`config.mk`:
```
export PLATFORM = sky130hd
export DESIGN_NAME = circular_array_queue_unit
export DESIGN_NICKNAME = d
export VERILOG_FILES = /design/src/rtl/core/caq_pkg.sv /design/src/rtl/core/caq_ctrl.sv /design/src/rtl/core/caq_dp.sv /design/src/rtl/core/circular_array_queue_unit.sv
export SDC_FILE = /design/constraint.sdc
export NUM_CORES = 1
export LEC_CHECK = 0
export BUFFER_PORTS_ARGS = -buffer_cell sky130_fd_sc_hd__buf_4
export CORE_UTILIZATION = 49
export CTS_BUF_LIST = sky130_fd_sc_hd__clkbuf_4 sky130_fd_sc_hd__clkbuf_8 sky130_fd_sc_hd__clkbuf_16
export DETAILED_ROUTE_END_ITERATION = 7
export PLACE_DENSITY = 0.73
export SETUP_SLACK_MARGIN = 0.3
export SLEW_MARGIN = 20
export SYNTH_ARGS = -nofsm -noshare
export SYNTH_HDL_FRONTEND = slang
export SYNTH_SLANG_ARGS = --single-unit
```
`constraint.sdc`:
```
create_clock -name clk -period 5.9 [get_ports clk]
set_clock_uncertainty 0.05 [all_clocks]
set_input_delay 1.18 -clock clk [delete_from_list [all_inputs] [get_ports clk]]
set_output_delay 1.18 -clock clk [all_outputs]
set_load 0.02 [all_outputs]
```
`src/rtl/core/caq_pkg.sv`:
```
// caq_pkg: shared types, codes and sizes for the circular array queue
// used by caq_ctrl, caq_dp and circular_array_queue_unit; no dependencies
package caq_pkg;

  localparam int DEPTH_DEFAULT      = 16;
  localparam int DATA_WIDTH_DEFAULT = 32;

  localparam int CAP_W  = 5;
  localparam int CMD_W  = 3;
  localparam int STAT_W = 2;
  localparam int WORD_W = 32;

  localparam logic [CAP_W-1:0] MIN_CAPACITY = 5'd5;

  // command codes
  localparam logic [CMD_W-1:0] CMD_ENQ   = 3'd0;
  localparam logic [CMD_W-1:0] CMD_DEQ   = 3'd1;
  localparam logic [CMD_W-1:0] CMD_PEEK  = 3'd2;
  localparam logic [CMD_W-1:0] CMD_FRDEQ = 3'd3;
  localparam logic [CMD_W-1:0] CMD_CLEAR = 3'd4;

  // status codes
  localparam logic [STAT_W-1:0] ST_OK    = 2'd0;
  localparam logic [STAT_W-1:0] ST_FULL  = 2'd1;
  localparam logic [STAT_W-1:0] ST_EMPTY = 2'd2;

  typedef struct packed {
    logic [CMD_W-1:0]         command;
    logic signed [WORD_W-1:0] value;
  } caq_in_t;

  typedef struct packed {
    logic signed [WORD_W-1:0] data;
    logic [STAT_W-1:0]        status;
    logic [CAP_W-1:0]         count;
    logic                     is_empty;
    logic                     is_full;
  } caq_out_t;

  // controller to datapath commands
  typedef struct packed {
    logic issue;   // latch request and read the front entry
    logic exec;    // apply the request and load the result register
    logic cfg_wr;  // write capacity and empty the queue
  } caq_cmd_t;

endpackage

```
`src/rtl/core/caq_ctrl.sv`:
```
// caq_ctrl: sequencing of requests, handshakes and result valid
// depends on caq_pkg
module caq_ctrl
  import caq_pkg::*;
(
  input  logic     clk,
  input  logic     rst,
  input  logic     in_valid,
  output logic     in_ready,
  output logic     out_valid,
  input  logic     out_ready,
  input  logic     cfg_valid,
  output logic     cfg_ready,
  output caq_cmd_t cmd
);

  localparam logic S_IDLE = 1'b0;
  localparam logic S_EXEC = 1'b1;

  logic state;
  logic state_next;
  logic can_load;

  assign cfg_ready = (state == S_IDLE);
  assign in_ready  = (state == S_IDLE) && !cfg_valid;
  assign can_load  = !out_valid || out_ready;

  always_comb begin
    state_next = state;
    cmd        = '0;
    cmd.cfg_wr = cfg_valid && cfg_ready;
    unique case (state)
      S_IDLE: begin
        if (in_valid && in_ready) begin
          cmd.issue  = 1'b1;
          state_next = S_EXEC;
        end
      end
      S_EXEC: begin
        if (can_load) begin
          cmd.exec   = 1'b1;
          state_next = S_IDLE;
        end
      end
      default: state_next = S_IDLE;
    endcase
  end

  always_ff @(posedge clk) begin
    if (rst) begin
      state     <= S_IDLE;
      out_valid <= 1'b0;
    end else begin
      state <= state_next;
      if (cmd.exec) begin
        out_valid <= 1'b1;
      end else if (out_ready) begin
        out_valid <= 1'b0;
      end
    end
  end

`ifndef SYNTHESIS
  // a result is never loaded over one that was not taken
  a_no_overwrite: assert property (@(posedge clk) disable iff (rst)
    out_valid && !out_ready |=> out_valid)
    else $error("result dropped before it was taken");
  // a request leaves the idle state only through execution
  a_issue_exec: assert property (@(posedge clk) disable iff (rst)
    cmd.issue |=> state == S_EXEC)
    else $error("accepted request not executed");
  a_cfg_idle: assert property (@(posedge clk) disable iff (rst)
    cmd.cfg_wr |-> !cmd.exec && !cmd.issue)
    else $error("capacity write during a request");
`endif

endmodule

```
`src/rtl/core/caq_dp.sv`:
```
// caq_dp: ring store, head/tail/count registers, capacity and result register
// depends on caq_pkg; driven by caq_ctrl commands
module caq_dp
  import caq_pkg::*;
#(
  parameter int DEPTH      = DEPTH_DEFAULT,
  parameter int DATA_WIDTH = DATA_WIDTH_DEFAULT
) (
  input  logic             clk,
  input  logic             rst,
  input  caq_cmd_t         cmd,
  input  caq_in_t          in_item,
  input  logic [CAP_W-1:0] cfg_data,
  output caq_out_t         out_item
);

  localparam int IW = $clog2(DEPTH);
  localparam int WW = ((IW > CAP_W) ? IW : CAP_W) + 1;
  localparam int CAP_LIM = (DEPTH > 31) ? 31 : DEPTH;
  localparam logic [CAP_W-1:0] CAP_MAX = CAP_W'(CAP_LIM);

  logic [DATA_WIDTH-1:0] mem [DEPTH];

  logic [CMD_W-1:0]      cmd_q;
  logic [WORD_W-1:0]     value_q;
  logic [DATA_WIDTH-1:0] rd_data;
  logic [IW-1:0]         head;
  logic [IW-1:0]         tail;
  logic [CAP_W-1:0]      count;
  logic [CAP_W-1:0]      capacity;

  logic [IW-1:0]     head_next;
  logic [IW-1:0]     tail_next;
  logic [CAP_W-1:0]  count_next;
  logic [CAP_W-1:0]  cap_new;
  logic [STAT_W-1:0] status;
  logic [WORD_W-1:0] data;
  logic              wr_en;
  logic [63:0]       rd_wide;
  logic [63:0]       val_wide;

  function automatic logic [IW-1:0] wrap_inc(input logic [IW-1:0] idx,
                                             input logic [CAP_W-1:0] cap);
    logic [WW-1:0] sum;
    sum = WW'(idx) + WW'(1);
    if (sum >= WW'(cap)) begin
      return '0;
    end
    return sum[IW-1:0];
  endfunction

  assign rd_wide  = 64'(rd_data);
  assign val_wide = 64'(value_q);

  always_comb begin
    cap_new = cfg_data;
    if (cfg_data < MIN_CAPACITY) begin
      cap_new = MIN_CAPACITY;
    end else if (cfg_data > CAP_MAX) begin
      cap_new = CAP_MAX;
    end
  end

  always_comb begin
    head_next  = head;
    tail_next  = tail;
    count_next = count;
    status     = ST_OK;
    data       = '0;
    wr_en      = 1'b0;
    unique case (cmd_q) inside
      CMD_ENQ: begin
        if (count >= capacity) begin
          status = ST_FULL;
        end else begin
          count_next = count + CAP_W'(1);
          tail_next  = wrap_inc(tail, capacity);
          wr_en      = 1'b1;
        end
      end
      CMD_DEQ, CMD_PEEK, CMD_FRDEQ: begin
        if (count == '0) begin
          status = ST_EMPTY;
        end else begin
          if (cmd_q != CMD_DEQ) begin
            data = rd_wide[WORD_W-1:0];
          end
          if (cmd_q != CMD_PEEK) begin
            head_next  = wrap_inc(head, capacity);
            count_next = count - CAP_W'(1);
          end
        end
      end
      CMD_CLEAR: begin
        head_next  = IW'(1);
        tail_next  = '0;
        count_next = '0;
      end
      default: ;
    endcase
  end

  // ring store: one write and one registered read port
  always_ff @(posedge clk) begin
    if (cmd.exec && wr_en) begin
      mem[tail_next] <= val_wide[DATA_WIDTH-1:0];
    end
    if (cmd.issue) begin
      rd_data <= mem[head];
    end
  end

  always_ff @(posedge clk) begin
    if (cmd.issue) begin
      cmd_q   <= in_item.command;
      value_q <= in_item.value;
    end
    if (cmd.exec) begin
      out_item.data     <= data;
      out_item.status   <= status;
      out_item.count    <= count_next;
      out_item.is_empty <= (count_next == '0);
      out_item.is_full  <= (count_next == capacity);
    end
  end

  always_ff @(posedge clk) begin
    if (rst) begin
      head     <= IW'(1);
      tail     <= '0;
      count    <= '0;
      capacity <= CAP_MAX;
    end else if (cmd.cfg_wr) begin
      capacity <= cap_new;
      head     <= IW'(1);
      tail     <= '0;
      count    <= '0;
    end else if (cmd.exec) begin
      head  <= head_next;
      tail  <= tail_next;
      count <= count_next;
    end
  end

`ifndef SYNTHESIS
  a_count_cap: assert property (@(posedge clk) disable iff (rst)
    count <= capacity)
    else $error("element count above capacity");
  a_head_range: assert property (@(posedge clk) disable iff (rst)
    WW'(head) < WW'(capacity) && WW'(tail) < WW'(capacity))
    else $error("ring index beyond capacity");
  a_enq_count: assert property (@(posedge clk) disable iff (rst)
    cmd.exec && cmd_q == CMD_ENQ && count < capacity |=>
    count == $past(count) + CAP_W'(1))
    else $error("enqueue did not grow the count");
  a_refused_hold: assert property (@(posedge clk) disable iff (rst)
    cmd.exec && status != ST_OK |=> $stable(head) && $stable(tail) && $stable(count))
    else $error("refused request changed the queue");
`endif

endmodule

```
`src/rtl/core/circular_array_queue_unit.sv`:
```
// circular_array_queue_unit: top level of the circular array queue
// depends on caq_pkg, caq_ctrl and caq_dp
//
//  channel | signals                         | payload
//  in      | in_valid / in_ready             | in_item (command, value)
//  out     | out_valid / out_ready           | out_item (data, status, count, flags)
//  cfg     | cfg_valid / cfg_ready           | cfg_data (capacity)
//
// each request is accepted with the front-entry read, then executed
// the separate execute step comes from the registered read port of the ring store
// a new request is accepted while the previous result waits in the output register
// execution stalls while the output register is still full and out_ready is low
// rst synchronously returns indices, count and capacity to their reset values; the store needs no clearing
module circular_array_queue_unit
  import caq_pkg::*;
#(
  parameter int DEPTH      = DEPTH_DEFAULT,
  parameter int DATA_WIDTH = DATA_WIDTH_DEFAULT
) (
  input  logic             clk,
  input  logic             rst,
  input  logic             in_valid,
  output logic             in_ready,
  input  caq_in_t          in_item,
  output logic             out_valid,
  input  logic             out_ready,
  output caq_out_t         out_item,
  input  logic             cfg_valid,
  output logic             cfg_ready,
  input  logic [CAP_W-1:0] cfg_data
);

  caq_cmd_t cmd;

  caq_ctrl u_ctrl (
    .clk       (clk),
    .rst       (rst),
    .in_valid  (in_valid),
    .in_ready  (in_ready),
    .out_valid (out_valid),
    .out_ready (out_ready),
    .cfg_valid (cfg_valid),
    .cfg_ready (cfg_ready),
    .cmd       (cmd)
  );

  caq_dp #(
    .DEPTH      (DEPTH),
    .DATA_WIDTH (DATA_WIDTH)
  ) u_dp (
    .clk      (clk),
    .rst      (rst),
    .cmd      (cmd),
    .in_item  (in_item),
    .cfg_data (cfg_data),
    .out_item (out_item)
  );

endmodule
```
==> results of run 1 <==
registers in the layout, indices dropped and copies added (netlist names):
| register | flops |
|---|---|
| u_dp.mem | 512 |
| u_dp.out_item | 41 |
| u_dp.rd_data | 32 |
| u_dp.value_q | 32 |
| u_dp.capacity | 5 |
| u_dp.count | 5 |
| u_dp.head | 4 |
| u_dp.tail | 4 |
| u_dp.cmd_q | 3 |
| u_ctrl.out_valid | 1 |
| u_ctrl.state | 1 |
worst paths after layout:
check / endpoint / cells after the start
worst max register to register: u_dp.mem[8][25] / 9
worst max-delay path: u_dp.mem[8][25] / 9
worst min-delay path: u_dp.capacity[2] / 2
worst min register to register: u_dp.capacity[2] / 2
logic make-up (layout without fill, tap and decap cells):
group	Yosys count	count (layout)	synth area share
flip-flops	640	640	0.7619
AO/OA/AOI/OAI	221	221	0.06000
AND/OR/NAND/NOR	203	203	0.04120
multiplexers	192	192	0.1103
buffers and inverters	79	236	0.01388
adder cells (fa/ha/maj)	19	19	0.009524
XOR/XNOR	9	9	0.003158
power by group:
group / internal [mW] / total [mW] / switching (mW)
clock network: 2.35 / 3.99 / 1.64
registers: 5.00 / 5.05 / 0.0498
logic: 0.0611 / 0.147 / 0.0859
metal layers:
metal / vias to the layer above / share of wire / GRT usage
met1: 6533 / 0.42 / 0.2525
met5: - / 0 / 0
met2: 328 / 0.51 / 0.3284
met4: 0 / 0.024 / 0.05976
li1: 5680 / - / -
met3: 84 / 0.042 / 0.02713
worst reg2reg max path, stage by stage (launching register included):
cell and delay [ns]:
dfxtp_1 0.41, inv_1 0.14, ha_1 0.33, a21oi_1 0.27
nand2_1 0.13, a21oi_2 0.30, o211ai_1 0.25, nor2_1 0.35
nand3_1 0.40, nor2_4 0.98
layout make-up:
cell class	count	share of cell area
sequential	640	0.6630
multi-input combinational	644	0.1993
clock buffer	77	0.05820
timing repair buffer	115	0.03540
tap	672	0.02930
clock inverter	34	0.01351
inverter	10	0.001308
stage by stage:
step | TNS [ns] | std cells | setup WS [ns]
6_report | 0 | 2192 | 1.877
3_3_place_gp | 0 | 2074 | 2.007
3_5_place_dp | 0 | 2074 | 1.941
4_1_cts | 0 | 2185 | 1.925
5_1_grt | 0 | 2192 | 1.598
2_1_floorplan | -19.76 | 1363 | -0.1713
cell usage in the layout, fill, tap and decap left out, types with 7 or more instances in the layout:
cell type,synthesis,routed
edfxtp_1,620,620
buf_4,2,107
mux2i_1,103,103
nand2_1,72,72
o21ai_0,64,64
mux4_2,64,64
clkbuf_16,0,62
a21oi_1,50,50
and2_1,36,34
a22oi_1,33,33
a221oi_1,32,32
nor2_1,37,26
mux2_2,25,25
ha_1,19,19
dfxtp_1,20,17
clkbuf_4,0,14
nor2_4,0,11
clkinv_1,0,10
clkinv_2,0,10
inv_1,9,8
xnor2_1,8,8
nand2b_1,8,8
nand3_1,8,8
nor3_1,13,8
bufinv_16,0,8
buf_16,0,7
==> flow_summary.html, run 1 <==
<table>
<tr><th>Metric</th><th>Value</th></tr>
<tr><th colspan="2">Drt</th></tr>
<tr><td>Total number of vias</td><td>12,630</td></tr>
<tr><td>Routed len/inst</td><td>between 20 and 25 microns</td></tr>
<tr><td>Remaining routing DRC violations</td><td>0</td></tr>
<tr><td>Total Wirelength</td><td>just under 50,000 microns</td></tr>
<tr><td>Number of iterations in the first detailed-routing pass</td><td>5</td></tr>
<tr><td>Post-DR vias/cell</td><td>5.760</td></tr>
<tr><td>Remaining antenna violation count</td><td>0</td></tr>
<tr><td>DRT iter0 DRCs</td><td>between 1,000 and 1,500</td></tr>
<tr><th colspan="2">Synthesis</th></tr>
<tr><td>Leading post-synthesis cells by cell area</td><td>edfxtp_1, mux4_2, mux2i_1, dfxtp_1, o21ai_0</td></tr>
<tr><td>Average cell area after synthesis</td><td>18.31 sq um</td></tr>
<tr><td>Commonest cells in the synthesized netlist</td><td>edfxtp_1, mux2i_1, nand2_1</td></tr>
<tr><td>Most instantiated library cell after synthesis</td><td>edfxtp_1</td></tr>
<tr><td>Total nets after synthesis</td><td>roughly 1,400</td></tr>
<tr><td>Main synth FF type</td><td>edfxtp_1</td></tr>
<tr><td>Area leader, netlist</td><td>edfxtp_1</td></tr>
<tr><td>Share of Yosys cell area claimed by the top area cell type</td><td>0.7459</td></tr>
<tr><td>Number of different library cells in the post-synthesis netlist</td><td>65</td></tr>
<tr><td>Post-synth EDFFs</td><td>620</td></tr>
<tr><td>Area of the mapped netlist</td><td>roughly 25,000 sq um</td></tr>
<tr><td>Async SR Flop Fraction</td><td>0</td></tr>
<tr><td>Count of state elements after synthesis</td><td>640</td></tr>
<tr><td>Synthesis warning total</td><td>0</td></tr>
<tr><td>Number of instances in the synthesized netlist</td><td>about 1,400</td></tr>
<tr><td>Sequential-to-total area share from yosys stat</td><td>0.7619</td></tr>
<tr><th colspan="2">Timing</th></tr>
<tr><td>Transition at the pin with the smallest max-transition slack</td><td>between 1 and 1.5 ns</td></tr>
<tr><td>Highest attainable clock frequency</td><td>248.6 MHz</td></tr>
<tr><td>Remaining max-slew budget at the tightest pin</td><td>0.2662</td></tr>
<tr><td>Post-route clock period utilization</td><td>0.6819</td></tr>
<tr><td>Final setup fails</td><td>0</td></tr>
<tr><td>Shortest clock period the worst path allows after layout</td><td>just over 4 ns</td></tr>
<tr><td>RSZ-0062 raised after global routing</td><td>false</td></tr>
<tr><td>Count of endpoints failing hold in the final timing report</td><td>0</td></tr>
<tr><td>Fin. max-slew vios</td><td>0</td></tr>
<tr><td>Worst hold margin</td><td>about 0.46 ns</td></tr>
<tr><th colspan="2">Setup path</th></tr>
<tr><td>Required time at the endpoint of the critical path</td><td>6.07 ns</td></tr>
<tr><td>Critical path buffer and inverter count</td><td>1</td></tr>
<tr><td>RR Startpoint</td><td>u_dp.capacity[4]</td></tr>
<tr><td>Longest individual stage delay on the worst path</td><td>approximately 0.98 ns</td></tr>
<tr><td>Crit Path Max Fanout</td><td>32</td></tr>
<tr><td>Start point of the critical path</td><td>u_dp.capacity[4]</td></tr>
<tr><td>Family with the most delay on the worst path</td><td>simple AND/OR/NAND/NOR gates</td></tr>
<tr><td>Critical Path End Type</td><td>register</td></tr>
<tr><td>Max stage delay cell, worst path</td><td>nor2_4</td></tr>
<tr><td>Reg2reg setup slack</td><td>1.88 ns</td></tr>
<tr><td>Critical path arrival</td><td>roughly 4.2 ns</td></tr>
<tr><td>Critical Setup Path Class</td><td>register to register</td></tr>
<tr><td>Type of origin of the critical path</td><td>register</td></tr>
<tr><td>Crit path cell chain</td><td>inv_1 &gt; ha_1 &gt; a21oi_1 &gt; nand2_1 &gt; a21oi_2 &gt; o211ai_1 &gt; nor2_1 &gt; nand3_1 &gt; nor2_4</td></tr>
<tr><th colspan="2">Floorplanning</th></tr>
<tr><td>Total number of placement rows</td><td>between 80 and 90</td></tr>
<tr><td>Boundary pin count</td><td>just under 90</td></tr>
<tr><td>Die Y-Extent</td><td>roughly 230 microns</td></tr>
<tr><td>Initial standard-cell utilization of the core</td><td>0.4975</td></tr>
<tr><td>Area of the core</td><td>around 50,000 sq um</td></tr>
<tr><td>Die span in x</td><td>227.7 microns</td></tr>
<tr><td>Die area</td><td>about 52,000 sq um</td></tr>
<tr><th colspan="2">Clocking</th></tr>
<tr><td>Clock latency of the later-clocked register in the worst-skew pair</td><td>0.62 ns</td></tr>
<tr><td>Number of sinks on the clock net</td><td>640</td></tr>
<tr><td>Post-CTS clock slew at the launch and capture registers of the worst setup and hold paths</td><td>around 0.06 ns</td></tr>
<tr><td>Hold buffer count at CTS</td><td>0</td></tr>
<tr><td>Number of buffers created by CTS</td><td>between 60 and 70</td></tr>
<tr><td>TritonCTS clock tree</td><td>yes</td></tr>
<tr><td>Setup bufs post-CTS</td><td>0</td></tr>
<tr><td>Root buffer selected by CTS</td><td>clkbuf_16</td></tr>
<tr><td>Max Root-Sink Buffers</td><td>3</td></tr>
<tr><td>Maximum level of the CTS H-tree</td><td>2</td></tr>
<tr><td>CTS resizes</td><td>0</td></tr>
<tr><th colspan="2">Run status</th></tr>
<tr><td>Result of the run</td><td>completed</td></tr>
<tr><th colspan="2">Place</th></tr>
<tr><td>Post-detailed-placement cell area</td><td>26,450 sq um</td></tr>
<tr><td>Dpl hpwl</td><td>about 28,000 microns</td></tr>
<tr><td>PortBufs</td><td>88</td></tr>
<tr><td>Weighted congestion reported at the end of routability-driven placement</td><td>0.8151</td></tr>
<tr><th colspan="2">Cells and area</th></tr>
<tr><td>Post-route design area</td><td>approximately 29,000 sq um</td></tr>
<tr><td>Multi-input gate area</td><td>~5700 sq um</td></tr>
<tr><td>NumNets Final</td><td>around 1,500</td></tr>
<tr><td>Register cell area after layout</td><td>19,030 sq um</td></tr>
<tr><td>Area grow syn2layout</td><td>14.98%</td></tr>
<tr><td>Filler Cell Count</td><td>between 3,000 and 4,000</td></tr>
<tr><td>Antenna diodes</td><td>0</td></tr>
<tr><td>Final core utilization</td><td>0.5720</td></tr>
<tr><td>Layout cells sized above 1</td><td>0.2303</td></tr>
<tr><th colspan="2">GRT</th></tr>
<tr><td>Largest net degree at the start of global routing</td><td>roughly 120</td></tr>
<tr><td>Overflow after GRT</td><td>0</td></tr>
<tr><td>Number of global-route vias before repair</td><td>12,910</td></tr>
<tr><td>Aggregate global-route resource usage</td><td>0.1912</td></tr>
<tr><td>Global-route wire length before repair</td><td>roughly 76,000 microns</td></tr>
<tr><td>Initial antenna violation count</td><td>0</td></tr>
<tr><th colspan="2">Power and ir drop</th></tr>
<tr><td>PD cells</td><td>~320 nW/um^2</td></tr>
<tr><td>Highest ir drop seen on vdd</td><td>0.2241 mV</td></tr>
<tr><td>Standby leakage power</td><td>between 9 and 10 nW</td></tr>
<tr><td>Overall power consumption</td><td>between 9 and 10 mW</td></tr>
<tr><th colspan="2">Hold path</th></tr>
<tr><td>Path type of the worst min-delay path</td><td>register to register</td></tr>
<tr><td>Launch instance of the worst min-delay path</td><td>u_dp.capacity[2]</td></tr>
<tr><th colspan="2">Job</th></tr>
<tr><td>Maxcap violations</td><td>0</td></tr>
</table>
Note: power is estimated with default switching activity, not from simulation.
==> run 2: changes to the inputs <==
clock period = 3.2 ns   (was 5.9 ns; I/O delays follow)
==> flow_summary.html, run 2 (same netlist as run 1, synthesis figures left out) <==
<table>
<tr><th>Metric</th><th>Value</th></tr>
<tr><th colspan="2">Run status</th></tr>
<tr><td>Result of the run</td><td>completed</td></tr>
<tr><th colspan="2">Drt</th></tr>
<tr><td>DRT iter0 DRCs</td><td>roughly 1,500</td></tr>
<tr><td>Routed len/inst</td><td>about 25 microns</td></tr>
<tr><td>Number of iterations in the first detailed-routing pass</td><td>5</td></tr>
<tr><td>Remaining routing DRC violations</td><td>0</td></tr>
<tr><td>Remaining antenna violation count</td><td>0</td></tr>
<tr><td>Total number of vias</td><td>around 13,000</td></tr>
<tr><td>Total Wirelength</td><td>roughly 57,000 microns</td></tr>
<tr><td>Post-DR vias/cell</td><td>between 5 and 6</td></tr>
<tr><th colspan="2">Cells and area</th></tr>
<tr><td>Flip-flop count of the largest register after layout</td><td>roughly 500</td></tr>
<tr><td>Area grow syn2layout</td><td>20.56%</td></tr>
<tr><td>Reg with most FFs</td><td>u_dp.mem</td></tr>
<tr><td>Registers with the most flip-flops</td><td>u_dp.mem x512, u_dp.out_item x41</td></tr>
<tr><td>Cell Count, Final, Fillers Out</td><td>between 2,000 and 2,500</td></tr>
<tr><td>Most common cell after layout, fill and taps aside</td><td>edfxtp_1</td></tr>
<tr><td>Filler Cell Count</td><td>about 3,500</td></tr>
<tr><td>Register cell area after layout</td><td>approximately 19,000 sq um</td></tr>
<tr><td>Multi-input gate area</td><td>5995 sq um</td></tr>
<tr><td>Commonest cells after routing, fill and taps aside</td><td>edfxtp_1, buf_4, mux2i_1</td></tr>
<tr><td>NumNets Final</td><td>between 1,500 and 2,000</td></tr>
<tr><td>Layout cells sized above 1</td><td>0.2894</td></tr>
<tr><td>Antenna diodes</td><td>0</td></tr>
<tr><th colspan="2">Setup path</th></tr>
<tr><td>Crit Path Max Fanout</td><td>8</td></tr>
<tr><td>Critical path arrival</td><td>3.23 ns</td></tr>
<tr><td>Start point of the critical path</td><td>u_dp.tail[1]</td></tr>
<tr><td>Critical Path End Type</td><td>register</td></tr>
<tr><td>Required time at the endpoint of the critical path</td><td>approximately 3.4 ns</td></tr>
<tr><td>Type of origin of the critical path</td><td>register</td></tr>
<tr><td>Critical Setup Path Class</td><td>register to register</td></tr>
<tr><td>RR Startpoint</td><td>u_dp.tail[1]</td></tr>
<tr><th colspan="2">Clocking</th></tr>
<tr><td>Maximum level of the CTS H-tree</td><td>3</td></tr>
<tr><td>Clock latency of the later-clocked register in the worst-skew pair</td><td>just under 0.6 ns</td></tr>
<tr><td>Max Root-Sink Buffers</td><td>3</td></tr>
<tr><td>Number of sinks on the clock net</td><td>640</td></tr>
<tr><td>TritonCTS clock tree</td><td>yes</td></tr>
<tr><td>Root buffer selected by CTS</td><td>clkbuf_16</td></tr>
<tr><td>Post-CTS clock slew at the launch and capture registers of the worst setup and hold paths</td><td>0.06 ns</td></tr>
<tr><td>Number of buffers created by CTS</td><td>67</td></tr>
<tr><th colspan="2">Timing</th></tr>
<tr><td>Final setup fails</td><td>0</td></tr>
<tr><td>Shortest clock period the worst path allows after layout</td><td>about 3 ns</td></tr>
<tr><td>Setup total negative slack</td><td>0 ns</td></tr>
<tr><td>Transition at the pin with the smallest max-transition slack</td><td>0.8076 ns</td></tr>
<tr><td>Post-route clock period utilization</td><td>0.9415</td></tr>
<tr><td>Remaining max-slew budget at the tightest pin</td><td>0.4616</td></tr>
<tr><td>Fin. max-slew vios</td><td>0</td></tr>
<tr><td>RSZ-0062 raised after global routing</td><td>true</td></tr>
<tr><td>Count of endpoints failing hold in the final timing report</td><td>0</td></tr>
<tr><td>Highest attainable clock frequency</td><td>between 300 and 400 MHz</td></tr>
<tr><th colspan="2">Floorplanning</th></tr>
<tr><td>Boundary pin count</td><td>89</td></tr>
<tr><td>Area of the core</td><td>50,170 sq um</td></tr>
<tr><td>Die span in x</td><td>227.7 microns</td></tr>
<tr><td>Die Y-Extent</td><td>227.7 microns</td></tr>
<tr><td>Initial standard-cell utilization of the core</td><td>0.4975</td></tr>
<tr><td>Total number of placement rows</td><td>82</td></tr>
<tr><td>Die area</td><td>51,850 sq um</td></tr>
<tr><th colspan="2">GRT</th></tr>
<tr><td>Largest net degree at the start of global routing</td><td>101</td></tr>
<tr><td>Initial antenna violation count</td><td>0</td></tr>
<tr><td>Overflow after GRT</td><td>0</td></tr>
<tr><td>Global-route wire length before repair</td><td>79,110 microns</td></tr>
<tr><td>Aggregate global-route resource usage</td><td>0.2012</td></tr>
<tr><td>Number of global-route vias before repair</td><td>~13,000</td></tr>
<tr><th colspan="2">Power and ir drop</th></tr>
<tr><td>Standby leakage power</td><td>~11 nW</td></tr>
<tr><td>PD cells</td><td>567.0 nW/um^2</td></tr>
<tr><td>Highest ir drop seen on vdd</td><td>0.4833 mV</td></tr>
<tr><th colspan="2">Place</th></tr>
<tr><td>Cell count after placement</td><td>around 2,100</td></tr>
<tr><td>Dpl hpwl</td><td>28,140 microns</td></tr>
<tr><td>PortBufs</td><td>between 80 and 90</td></tr>
<tr><td>Weighted congestion reported at the end of routability-driven placement</td><td>a little under 0.8</td></tr>
<tr><th colspan="2">Hold path</th></tr>
<tr><td>Path type of the worst min-delay path</td><td>primary input to register</td></tr>
<tr><td>Launch instance of the worst min-delay path</td><td>in_item[31]</td></tr>
<tr><th colspan="2">Job</th></tr>
<tr><td>Maxcap violations</td><td>0</td></tr>
</table>
run 2: changes by cell type in the layout (fill, tap and decap cells not counted), moves of 5 or more:
cell,previous run,this run
nor3_4,0,5
buf_6,0,7
ha_4,0,5
nor3_2,6,1
buf_12,1,30
buf_4,107,125
ha_1,19,14
clkinvlp_4,0,7
bufinv_16,8,3
dfxtp_1,17,12
clkbuf_16,62,83
run 2: final cells by class:
class / count / share of cell area
clock buffers: 80 / 0.06012
flip-flops and latches: 640 / 0.6328
repair buffers: 180 / 0.06865
multi-input cells: 644 / 0.1992
clock inverters: 39 / 0.01002
inverters: 10 / 0.001247
well taps: 672 / 0.02794
run 2: per-layer routing:
metal	up-vias	GRT usage	wire length, microns
li1	5839	-	-
met1	6760	0.2673	22860
met2	623	0.3399	27880
met4	0	0.06799	2046
met5	-	0	0
met3	116	0.03050	4682
run 2: critical path: stages, from the launching register on:
cell and delay, ns:
dfxtp_4 0.36, ha_4 0.28, ha_4 0.19, a21o_1 0.19, a21oi_2 0.21, o211ai_1 0.21
nand2b_1 0.22, buf_4 0.14, a21bo_4 0.26, nor3_4 0.22, buf_6 0.18, buf_12 0.18
run 2: timing repair:
| item | CTS | global route |
|---|---|---|
| hold buffers | 0 | 0 |
| setup endpoints to repair | 458 | 495 |
| gates resized for setup | 14 | 32 |
| pin swaps | 4 | 17 |
| setup buffers | 8 | 20 |
| cloned | 3 | 19 |
run 2: per-stage QoR:
stage                     hold slack (ns)  utilization  instance area (sq um)  total power [mW]  setup WS [ns]
after global routing               0.1550       0.5998                  30090             17.51         0.1234
after detailed placement           0.4328       0.5382                  27000             9.780        0.09474
after global placement             0.4225       0.5382                  27000             9.768         0.1847
after CTS                          0.1493       0.5851                  29360             17.17         0.2767
after floorplan                    0.4070            -                  25240             9.617        0.02706
final                              0.1752       0.5998                  30090             17.06         0.1872
run 2: final timing paths:
kind | to | cells after the start | slack [ns]
worst max-delay path | u_dp.mem[7][31] | 11 | 0.19
worst max register to register | u_dp.mem[7][31] | 11 | 0.19
worst min register to register | u_dp.capacity[3] | 2 | 0.45
worst min-delay path | u_dp.value_q[31] | 1 | 0.18
run 2: report_power, final:
part           total [mW]  switching, mW  internal, mW  leakage (nW)
logic               0.310          0.178         0.132          3.79
clock network        7.45           3.14          4.30          1.04
registers            9.31         0.0884          9.22          5.73
